==> config.mk <==
export PLATFORM = sky130hd
export DESIGN_NAME = block_buffer_cache_tracker
export DESIGN_NICKNAME = d
export VERILOG_FILES = /design/src/sv/bbc_pkg.sv /design/src/sv/block_buffer_cache_tracker.sv /design/src/sv/bbc_ram.sv
export SDC_FILE = /design/constraint.sdc
export NUM_CORES = 2
export LEC_CHECK = 0
export BUFFER_PORTS_ARGS = -buffer_cell sky130_fd_sc_hd__buf_4
export CAP_MARGIN = 20
export CORE_UTILIZATION = 35
export CTS_BUF_LIST = sky130_fd_sc_hd__clkbuf_8 sky130_fd_sc_hd__clkbuf_16
export DETAILED_ROUTE_END_ITERATION = 7
export SLEW_MARGIN = 20
export SYNTH_ARGS = -nofsm -noshare
export SYNTH_HDL_FRONTEND = slang
export SYNTH_SLANG_ARGS = --single-unit
==> constraint.sdc <==
create_clock -name clk -period 15.3 [get_ports clk]
set_input_delay 2.295 -clock clk [delete_from_list [all_inputs] [get_ports clk]]
set_output_delay 2.295 -clock clk [all_outputs]
set_load 0.005 [all_outputs]
==> src/sv/bbc_pkg.sv <==
// Package for the block buffer cache tracker.
// Holds the request and response payload types and the command and status codes.
// Depends on nothing; the tracker and its testbench use it.
`default_nettype none

package bbc_pkg;

    // Command codes carried in the request.
    localparam logic CMD_ACQUIRE = 1'b0;
    localparam logic CMD_RELEASE = 1'b1;

    // Status codes returned in the response.
    localparam logic [1:0] ST_OK        = 2'd0;
    localparam logic [1:0] ST_FULL      = 2'd1;
    localparam logic [1:0] ST_UNDERFLOW = 2'd2;
    localparam logic [1:0] ST_SATURATED = 2'd3;

    // Fixed field widths of the payload.
    localparam int DEV_BITS  = 8;
    localparam int BLK_BITS  = 32;
    localparam int SLOT_BITS = 5;

    // One request transfer.
    typedef struct packed {
        logic                 cmd;
        logic [DEV_BITS-1:0]  device_id;
        logic [BLK_BITS-1:0]  block_number;
        logic [SLOT_BITS-1:0] release_slot;
    } req_t;

    // One response transfer.
    typedef struct packed {
        logic [SLOT_BITS-1:0] slot;
        logic                 hit;
        logic                 fill_needed;
        logic [1:0]           status;
    } rsp_t;

endpackage

`default_nettype wire

==> src/sv/block_buffer_cache_tracker.sv <==
// Block buffer cache tracker: a table of buffers tagged by device and block number.
// An acquire reads the table RAM once per entry, then decides and writes back.
// One item is in work at a time, and a new request is taken while a response still waits.
// Reset clears the per-entry written bits, so every entry reads as zero until written.
`default_nettype none

module block_buffer_cache_tracker #(
    parameter int ENTRIES    = 32,
    parameter int COUNT_BITS = 8
) (
    input  wire logic          clk,
    input  wire logic          rst_n,
    input  wire logic          req_valid,
    output logic               req_ready,
    input  wire bbc_pkg::req_t req,
    output logic               rsp_valid,
    input  wire logic          rsp_ready,
    output bbc_pkg::rsp_t      rsp
);

    localparam int IW = $clog2(ENTRIES);
    localparam int CB = COUNT_BITS;
    localparam int DB = bbc_pkg::DEV_BITS;
    localparam int BB = bbc_pkg::BLK_BITS;
    localparam int SB = bbc_pkg::SLOT_BITS;
    // Entry word: device tag, block tag, reference count, valid mark (bit 0).
    localparam int W       = DB + BB + CB + 1;
    localparam int CNT_LO  = 1;
    localparam int BLK_LO  = CB + 1;
    localparam int DEV_LO  = CB + BB + 1;

    typedef enum logic [4:0] {
        S_IDLE = 5'b00001,
        S_SCAN = 5'b00010,
        S_DEC  = 5'b00100,
        S_REL  = 5'b01000,
        S_FIN  = 5'b10000
    } state_t;

    state_t          state_reg, state_next;
    bbc_pkg::req_t   req_reg, req_next;
    logic            rel_ok_reg, rel_ok_next;
    logic [IW:0]     scan_idx_reg, scan_idx_next;
    logic [IW-1:0]   rd_idx_reg, rd_idx_next;
    logic            hit_found_reg, hit_found_next;
    logic [IW-1:0]   hit_idx_reg, hit_idx_next;
    logic [CB-1:0]   hit_cnt_reg, hit_cnt_next;
    logic            hit_vld_reg, hit_vld_next;
    logic            free_found_reg, free_found_next;
    logic [IW-1:0]   free_idx_reg, free_idx_next;
    logic [ENTRIES-1:0] written_reg, written_next;
    bbc_pkg::rsp_t   res_reg, res_next;
    logic            rsp_valid_reg, rsp_valid_next;
    bbc_pkg::rsp_t   rsp_reg, rsp_next;

    logic            ram_we;
    logic [IW-1:0]   ram_waddr;
    logic [W-1:0]    ram_wdata;
    logic [IW-1:0]   ram_raddr;
    logic [W-1:0]    ram_rdata;

    logic [W-1:0]    entry;
    logic [DB-1:0]   e_dev;
    logic [BB-1:0]   e_blk;
    logic [CB-1:0]   e_cnt;
    logic            e_vld;
    logic [IW+SB-1:0] rel_ext;
    logic [IW-1:0]   rel_idx;
    logic            rel_in_range;
    logic [IW+SB-1:0] hit_ext;
    logic [IW+SB-1:0] free_ext;
    logic            req_xfer;

    localparam logic [CB-1:0] COUNT_MAX = {CB{1'b1}};

    bbc_ram #(
        .WIDTH (W),
        .DEPTH (ENTRIES)
    ) u_table (
        .clk   (clk),
        .we    (ram_we),
        .waddr (ram_waddr),
        .wdata (ram_wdata),
        .raddr (ram_raddr),
        .rdata (ram_rdata)
    );

    // An entry never written reads as all zero.
    assign entry = written_reg[rd_idx_reg] ? ram_rdata : '0;
    assign e_dev = entry[DEV_LO +: DB];
    assign e_blk = entry[BLK_LO +: BB];
    assign e_cnt = entry[CNT_LO +: CB];
    assign e_vld = entry[0];

    // Release slot mapped onto the table index range.
    assign rel_ext      = {{IW{1'b0}}, req.release_slot};
    assign rel_idx      = rel_ext[IW-1:0];
    assign rel_in_range = rel_ext < (IW + SB)'(ENTRIES);

    assign hit_ext  = {{SB{1'b0}}, hit_idx_reg};
    assign free_ext = {{SB{1'b0}}, free_idx_reg};

    assign req_ready = (state_reg == S_IDLE);
    assign req_xfer  = req_valid && req_ready;

    // Read address: first read issued on the request transfer, then the scan counter.
    always_comb
    begin
        if (state_reg == S_IDLE)
        begin
            ram_raddr = (req.cmd == bbc_pkg::CMD_RELEASE) ? rel_idx : '0;
        end
        else
        begin
            ram_raddr = scan_idx_reg[IW-1:0];
        end
    end

    // Control sequence, table update and result formation.
    always_comb
    begin
        state_next      = state_reg;
        req_next        = req_reg;
        rel_ok_next     = rel_ok_reg;
        scan_idx_next   = scan_idx_reg;
        rd_idx_next     = rd_idx_reg;
        hit_found_next  = hit_found_reg;
        hit_idx_next    = hit_idx_reg;
        hit_cnt_next    = hit_cnt_reg;
        hit_vld_next    = hit_vld_reg;
        free_found_next = free_found_reg;
        free_idx_next   = free_idx_reg;
        written_next    = written_reg;
        res_next        = res_reg;
        rsp_valid_next  = rsp_valid_reg;
        rsp_next        = rsp_reg;
        ram_we          = 1'b0;
        ram_waddr       = '0;
        ram_wdata       = '0;

        // The waiting response leaves on its transfer.
        if (rsp_valid_reg && rsp_ready)
        begin
            rsp_valid_next = 1'b0;
        end

        unique case (state_reg)
            S_IDLE:
            begin
                if (req_xfer)
                begin
                    req_next        = req;
                    rel_ok_next     = rel_in_range;
                    hit_found_next  = 1'b0;
                    free_found_next = 1'b0;
                    if (req.cmd == bbc_pkg::CMD_RELEASE)
                    begin
                        rd_idx_next = rel_idx;
                        state_next  = S_REL;
                    end
                    else
                    begin
                        rd_idx_next   = '0;
                        scan_idx_next = (IW + 1)'(1);
                        state_next    = S_SCAN;
                    end
                end
            end

            S_SCAN:
            begin
                // Compare the entry read last cycle against the requested tag.
                if (!hit_found_reg && e_dev == req_reg.device_id
                    && e_blk == req_reg.block_number)
                begin
                    hit_found_next = 1'b1;
                    hit_idx_next   = rd_idx_reg;
                    hit_cnt_next   = e_cnt;
                    hit_vld_next   = e_vld;
                end
                if (!free_found_reg && e_cnt == '0)
                begin
                    free_found_next = 1'b1;
                    free_idx_next   = rd_idx_reg;
                end
                if (scan_idx_reg != (IW + 1)'(ENTRIES))
                begin
                    rd_idx_next   = scan_idx_reg[IW-1:0];
                    scan_idx_next = scan_idx_reg + (IW + 1)'(1);
                end
                else
                begin
                    state_next = S_DEC;
                end
            end

            S_DEC:
            begin
                ram_wdata[DEV_LO +: DB] = req_reg.device_id;
                ram_wdata[BLK_LO +: BB] = req_reg.block_number;
                ram_wdata[0]            = 1'b1;
                if (hit_found_reg)
                begin
                    res_next.slot = hit_ext[SB-1:0];
                    res_next.hit  = 1'b1;
                    if (hit_cnt_reg == COUNT_MAX)
                    begin
                        res_next.fill_needed = 1'b0;
                        res_next.status      = bbc_pkg::ST_SATURATED;
                    end
                    else
                    begin
                        ram_we                    = 1'b1;
                        ram_waddr                 = hit_idx_reg;
                        ram_wdata[CNT_LO +: CB]   = hit_cnt_reg + CB'(1);
                        res_next.fill_needed      = !hit_vld_reg;
                        res_next.status           = bbc_pkg::ST_OK;
                    end
                end
                else if (free_found_reg)
                begin
                    ram_we                  = 1'b1;
                    ram_waddr               = free_idx_reg;
                    ram_wdata[CNT_LO +: CB] = CB'(1);
                    res_next.slot           = free_ext[SB-1:0];
                    res_next.hit            = 1'b0;
                    res_next.fill_needed    = 1'b1;
                    res_next.status         = bbc_pkg::ST_OK;
                end
                else
                begin
                    res_next.slot        = '0;
                    res_next.hit         = 1'b0;
                    res_next.fill_needed = 1'b0;
                    res_next.status      = bbc_pkg::ST_FULL;
                end
                if (ram_we)
                begin
                    written_next[ram_waddr] = 1'b1;
                end
                state_next = S_FIN;
            end

            S_REL:
            begin
                res_next.slot        = req_reg.release_slot;
                res_next.hit         = 1'b0;
                res_next.fill_needed = 1'b0;
                if (!rel_ok_reg || e_cnt == '0)
                begin
                    res_next.status = bbc_pkg::ST_UNDERFLOW;
                end
                else
                begin
                    ram_we                  = 1'b1;
                    ram_waddr               = rd_idx_reg;
                    ram_wdata               = entry;
                    ram_wdata[CNT_LO +: CB] = e_cnt - CB'(1);
                    written_next[rd_idx_reg] = 1'b1;
                    res_next.status         = bbc_pkg::ST_OK;
                end
                state_next = S_FIN;
            end

            S_FIN:
            begin
                // Hand the result to the output register once it is free.
                if (!rsp_valid_reg || rsp_ready)
                begin
                    rsp_next       = res_reg;
                    rsp_valid_next = 1'b1;
                    state_next     = S_IDLE;
                end
            end

            default:
            begin
                state_next = S_IDLE;
            end
        endcase
    end

    // Control registers.
    always_ff @(posedge clk or negedge rst_n)
    begin
        if (!rst_n)
        begin
            state_reg      <= S_IDLE;
            written_reg    <= '0;
            rsp_valid_reg  <= 1'b0;
            scan_idx_reg   <= '0;
            hit_found_reg  <= 1'b0;
            free_found_reg <= 1'b0;
        end
        else
        begin
            state_reg      <= state_next;
            written_reg    <= written_next;
            rsp_valid_reg  <= rsp_valid_next;
            scan_idx_reg   <= scan_idx_next;
            hit_found_reg  <= hit_found_next;
            free_found_reg <= free_found_next;
        end
    end

    // Payload registers.
    always_ff @(posedge clk)
    begin
        req_reg      <= req_next;
        rel_ok_reg   <= rel_ok_next;
        rd_idx_reg   <= rd_idx_next;
        hit_idx_reg  <= hit_idx_next;
        hit_cnt_reg  <= hit_cnt_next;
        hit_vld_reg  <= hit_vld_next;
        free_idx_reg <= free_idx_next;
        res_reg      <= res_next;
        rsp_reg      <= rsp_next;
    end

    assign rsp_valid = rsp_valid_reg;
    assign rsp       = rsp_reg;

    // The table is written only in the decide and release update cycles.
    a_write_phase: assert property (@(posedge clk) disable iff (!rst_n)
        ram_we |-> (state_reg == S_DEC || state_reg == S_REL))
        else $error("table written outside an update cycle");

    // The scan counter never runs past the table.
    a_scan_bound: assert property (@(posedge clk) disable iff (!rst_n)
        scan_idx_reg <= (IW + 1)'(ENTRIES))
        else $error("scan index beyond table");

    // A hit is only ever reported as ok or saturated.
    a_hit_status: assert property (@(posedge clk) disable iff (!rst_n)
        rsp_valid && rsp.hit |-> (rsp.status == bbc_pkg::ST_OK
                                  || rsp.status == bbc_pkg::ST_SATURATED))
        else $error("hit with bad status");

    // A fill request always comes with ok status.
    a_fill_status: assert property (@(posedge clk) disable iff (!rst_n)
        rsp_valid && rsp.fill_needed |-> rsp.status == bbc_pkg::ST_OK)
        else $error("fill requested with error status");

    // A request transfer starts either a scan or a release read.
    a_start: assert property (@(posedge clk) disable iff (!rst_n)
        req_xfer |=> (state_reg == S_SCAN || state_reg == S_REL))
        else $error("request transfer did not start work");

endmodule

`default_nettype wire

==> src/sv/bbc_ram.sv <==
// Generic single-port-write, single-port-read synchronous RAM with registered read.
// Used for the tag, count and valid table of the block buffer cache tracker.
// Depends on nothing.
`default_nettype none

module bbc_ram #(
    parameter int WIDTH = 49,
    parameter int DEPTH = 32
) (
    input  wire logic                     clk,
    input  wire logic                     we,
    input  wire logic [$clog2(DEPTH)-1:0] waddr,
    input  wire logic [WIDTH-1:0]         wdata,
    input  wire logic [$clog2(DEPTH)-1:0] raddr,
    output logic      [WIDTH-1:0]         rdata
);

    logic [WIDTH-1:0] mem [DEPTH];
    logic [WIDTH-1:0] rdata_reg;

    // Write port and registered read port.
    always_ff @(posedge clk)
    begin
        if (we)
        begin
            mem[waddr] <= wdata;
        end
        rdata_reg <= mem[raddr];
    end

    assign rdata = rdata_reg;

endmodule

`default_nettype wire

==> summary.md <==
| Metric | Value |
|---|---|
| Status | `finished, final reports clean` |
| Power Dens Cells | `182 nW/um2` |
| Final Util | `0.400` |
| Final Wtd Congestion | `0.822` |
| WP data arrival | `6.81 ns` |
| Final worst path period need | `6.38 ns` |
| Num CTS Buffers | `175` |
| Worst Tran Pin Value | `1.21 ns` |
| Period utilization | `0.417` |
| Mapped Cells | `5,235` |
| CTS tree | `built` |
| P_sw | `5.15 mW` |
| Setup Fix Bufs, Post-CTS | `0` |
| Power Total | `14.4 mW` |
| Worst EP required | `15.73 ns` |
| Post-synth EDFFs | `1,655` |
| Clock buffer depth | `3` |
| Via count | `45,064` |
| Worst skew pair latency | `0.84 ns` |
| Synth Warn # | `0` |
| CP endpoint kind | `flip-flop` |
| GRT Total Usage | `0.199` |
| Antenna viol nets, final | `0` |
| Layout Cells excl Fill | `7,983` |
| Post-Place Worst Slack | `8.67 ns` |
| Logic pwr share | `0.309` |
| Number of max-slew violations in the final report | `0` |
| Setup TNS | `0 ns` |
| Initial Util | `0.353` |
| CP Buf/Inv Count | `3` |
| RSZ-0062 raised after global routing | `no` |
| #FFs+latches synth | `1,750` |
| Max reg flops | `1,568` |
| Max incr delay on CP | `0.98 ns` |
| Int Pwr | `9.24 mW` |
| Final WL | `205,000 um` |
| # hold bufs at CTS | `0` |
| Fillers | `18,133` |
| Largest net degree at the start of global routing | `193` |
| Share of cells above drive strength 1 | `0.0906` |
| Final setup violation count | `0` |
| Placed cell count | `7,657` |
| Fin nets | `5,251` |
| Worst setup SP type | `flip-flop` |
| First-pass GRT wire length | `298,000 um` |
| Slew headroom | `0.193` |
| Prevailing post-synth register cell | `edfxtp_1` |
| Reg clk slew, reported paths | `0.06 ns` |
| Setup Skew | `0.0343 ns` |
| Vias in the first global route | `42,661` |
| Lkg Pwr | `27.7 nW` |
| IO Count | `61` |
| Drt initial violations | `5,786` |
| Fin. Hold Viols | `0` |
| Area Growth Syn to Fin | `13.2%` |
| Async set or reset register ratio after synthesis | `0.0263` |
| CP max stage cell | `nor2_4` |
| Max IR drop VDD | `0.171 mV` |
| Post-DR wirelength/cell | `25.7 um` |
| CTS sink count | `1,750` |
| CTS root buffer | `clkbuf_16` |
| Detail Placement HPWL | `100,000 um` |
| Sw Share | `0.358` |
| Seq/Total Area, Yosys | `0.740` |
| CP cell instances | `inv_1, a2111oi_0, nor3_2, or4_4, nand2_1, ha_1, o21ai_1, nand2_2, buf_4, o21ai_1, nor2_4, buf_4` |
| H-tree levels | `4` |
| Post-CTS Resized | `0` |
| Max-cap violations | `0` |
| Syn Area/Cell | `13.4 um2` |
| Die W | `449 um` |
| Final worst slack | `8.92 ns` |
| Core Footprint | `198,000 um2` |
| Die Y | `449 um` |
| DR DRC count | `0` |
| Post-Syn Nets | `5,289` |
| Global route overflow | `0` |
| Clock group share of total power | `0.294` |
| Worst hold path class | `flip-flop to flip-flop` |
| Unique masters post-synth | `74` |
| Post-DR vias/cell | `5.64` |
| Post-Syn Area | `70,000 um2` |
| Initial antenna violation count | `5` |
| Flop pwr share | `0.397` |
| # port buffers | `60` |
| CP max FO | `40` |
| Fmax | `157 MHz` |
| Top Family by Delay on Critical Path | `simple AND/OR/NAND/NOR gates` |
| Critical setup path kind | `flip-flop to flip-flop` |
| Die area | `202,000 um2` |
| Row Count | `163` |
| Drt pass-1 iters | `8` |
-- worst register-to-register path: cells and delay by family, from the launching register on --
kind            cells  cell delay, ns
simple gates        5            2.37
flops               1            0.74
buf+inv             3            1.40
compound gates      3            1.10
fa+ha+maj           1            0.36
-- power groups by stage --
stage / logic [mW] / registers [mW] / clock network, mW
6_report: 4.45 / 5.71 / 4.23
5_1_grt: 4.79 / 5.72 / 4.46
4_1_cts: 4.41 / 5.70 / 4.28
3_5_place_dp: 4.40 / 5.80 / 0
3_3_place_gp: 4.35 / 5.80 / 0
2_1_floorplan: 3.04 / 5.69 / 0
-- synthesized netlist by cell type (23+ instances only) --
| cell type | n | area [um2] |
|---|---|---|
| edfxtp_1 | 1655 | 49700 |
| nand2_1 | 1534 | 5760 |
| a311oi_1 | 346 | 3030 |
| nand3_1 | 318 | 1590 |
| clkbuf_1 | 276 | 1040 |
| and3_1 | 251 | 1570 |
| nor2_1 | 69 | 259 |
| buf_2 | 58 | 290 |
| a211oi_1 | 50 | 375 |
| o311ai_1 | 50 | 438 |
| o31ai_1 | 50 | 375 |
| a311o_1 | 49 | 490 |
| dfxtp_1 | 49 | 981 |
| dfrtp_1 | 45 | 1130 |
| a22o_1 | 42 | 368 |
| buf_1 | 38 | 143 |
| inv_1 | 35 | 131 |
| o21ai_0 | 29 | 145 |
| a21oi_1 | 23 | 115 |
-- area by class of cell --
cell class	instances	area, um2	share of cell area
clock inverter	123	922	0.0116
multi-input combinational	3074	17000	0.214
tap	2640	3300	0.0417
clock buffer	199	4740	0.0599
inverter	35	131	0.00166
sequential	1750	51800	0.654
antenna	1	2.50	0.0000316
timing repair buffer	161	1340	0.0169
-- stage by stage --
step	hold slack (ns)	instance area (um2)
floorplan	0.400	70000
global placement	0.403	73400
detailed placement	0.405	73500
CTS	0.418	79100
global route	0.424	79200
finish	0.418	79200
-- kinds of logic (layout without fill, tap and decap cells) --
family | count (synthesis) | after routing | share of synthesized area
other cells | 0 | 1 | 0
simple gates | 2265 | 2265 | 0.140
xor+xnor | 23 | 23 | 0.00288
flops | 1750 | 1750 | 0.740
mux | 15 | 15 | 0.00254
compound gates | 767 | 767 | 0.0903
buf+inv | 411 | 518 | 0.0235
fa+ha+maj | 4 | 4 | 0.000715
-- layout by cell type (no fill, tap or decap), drive strengths merged, types with 51 or more instances in the layout --
cell type  count
a311oi       346
and3         251
buf          161
clkbuf       199
clkinv        55
edfxtp      1655
inv           91
nand2       1536
nand3        318
nor2          69
o31ai         51
-- routing by layer --
metal	vias to the layer above	track usage	part of all wire
li1	19727	-	-
met1	22880	0.268	0.41
met2	2136	0.325	0.48
met3	319	0.0326	0.085
met4	2	0.0652	0.030
met5	-	0	0.000034
-- path summary, 6_finish.rpt --
kind / slack (ns) / end / startpoint / cells past startpoint
max: 8.92 / u_table.mem[18][0]$_DFFE_PP_ / rd_idx_reg[3]$_DFFE_PP_ / 12
max reg2reg: 8.92 / u_table.mem[18][0]$_DFFE_PP_ / rd_idx_reg[3]$_DFFE_PP_ / 12
max in group asynchronous: 13.35 / written_reg[21]$_DFFE_PN0P_ / rst_n / 1
min reg2reg: 0.42 / rsp[3]$_DFFE_PP_ / res_reg[3]$_SDFFCE_PP0P_ / 0
min in group asynchronous: 1.49 / state_reg[2]$_DFFE_PN0P_ / rst_n / 1
min: 0.42 / rsp[3]$_DFFE_PP_ / res_reg[3]$_SDFFCE_PP0P_ / 0
No activity file was read; power rests on OpenSTA's default activity.
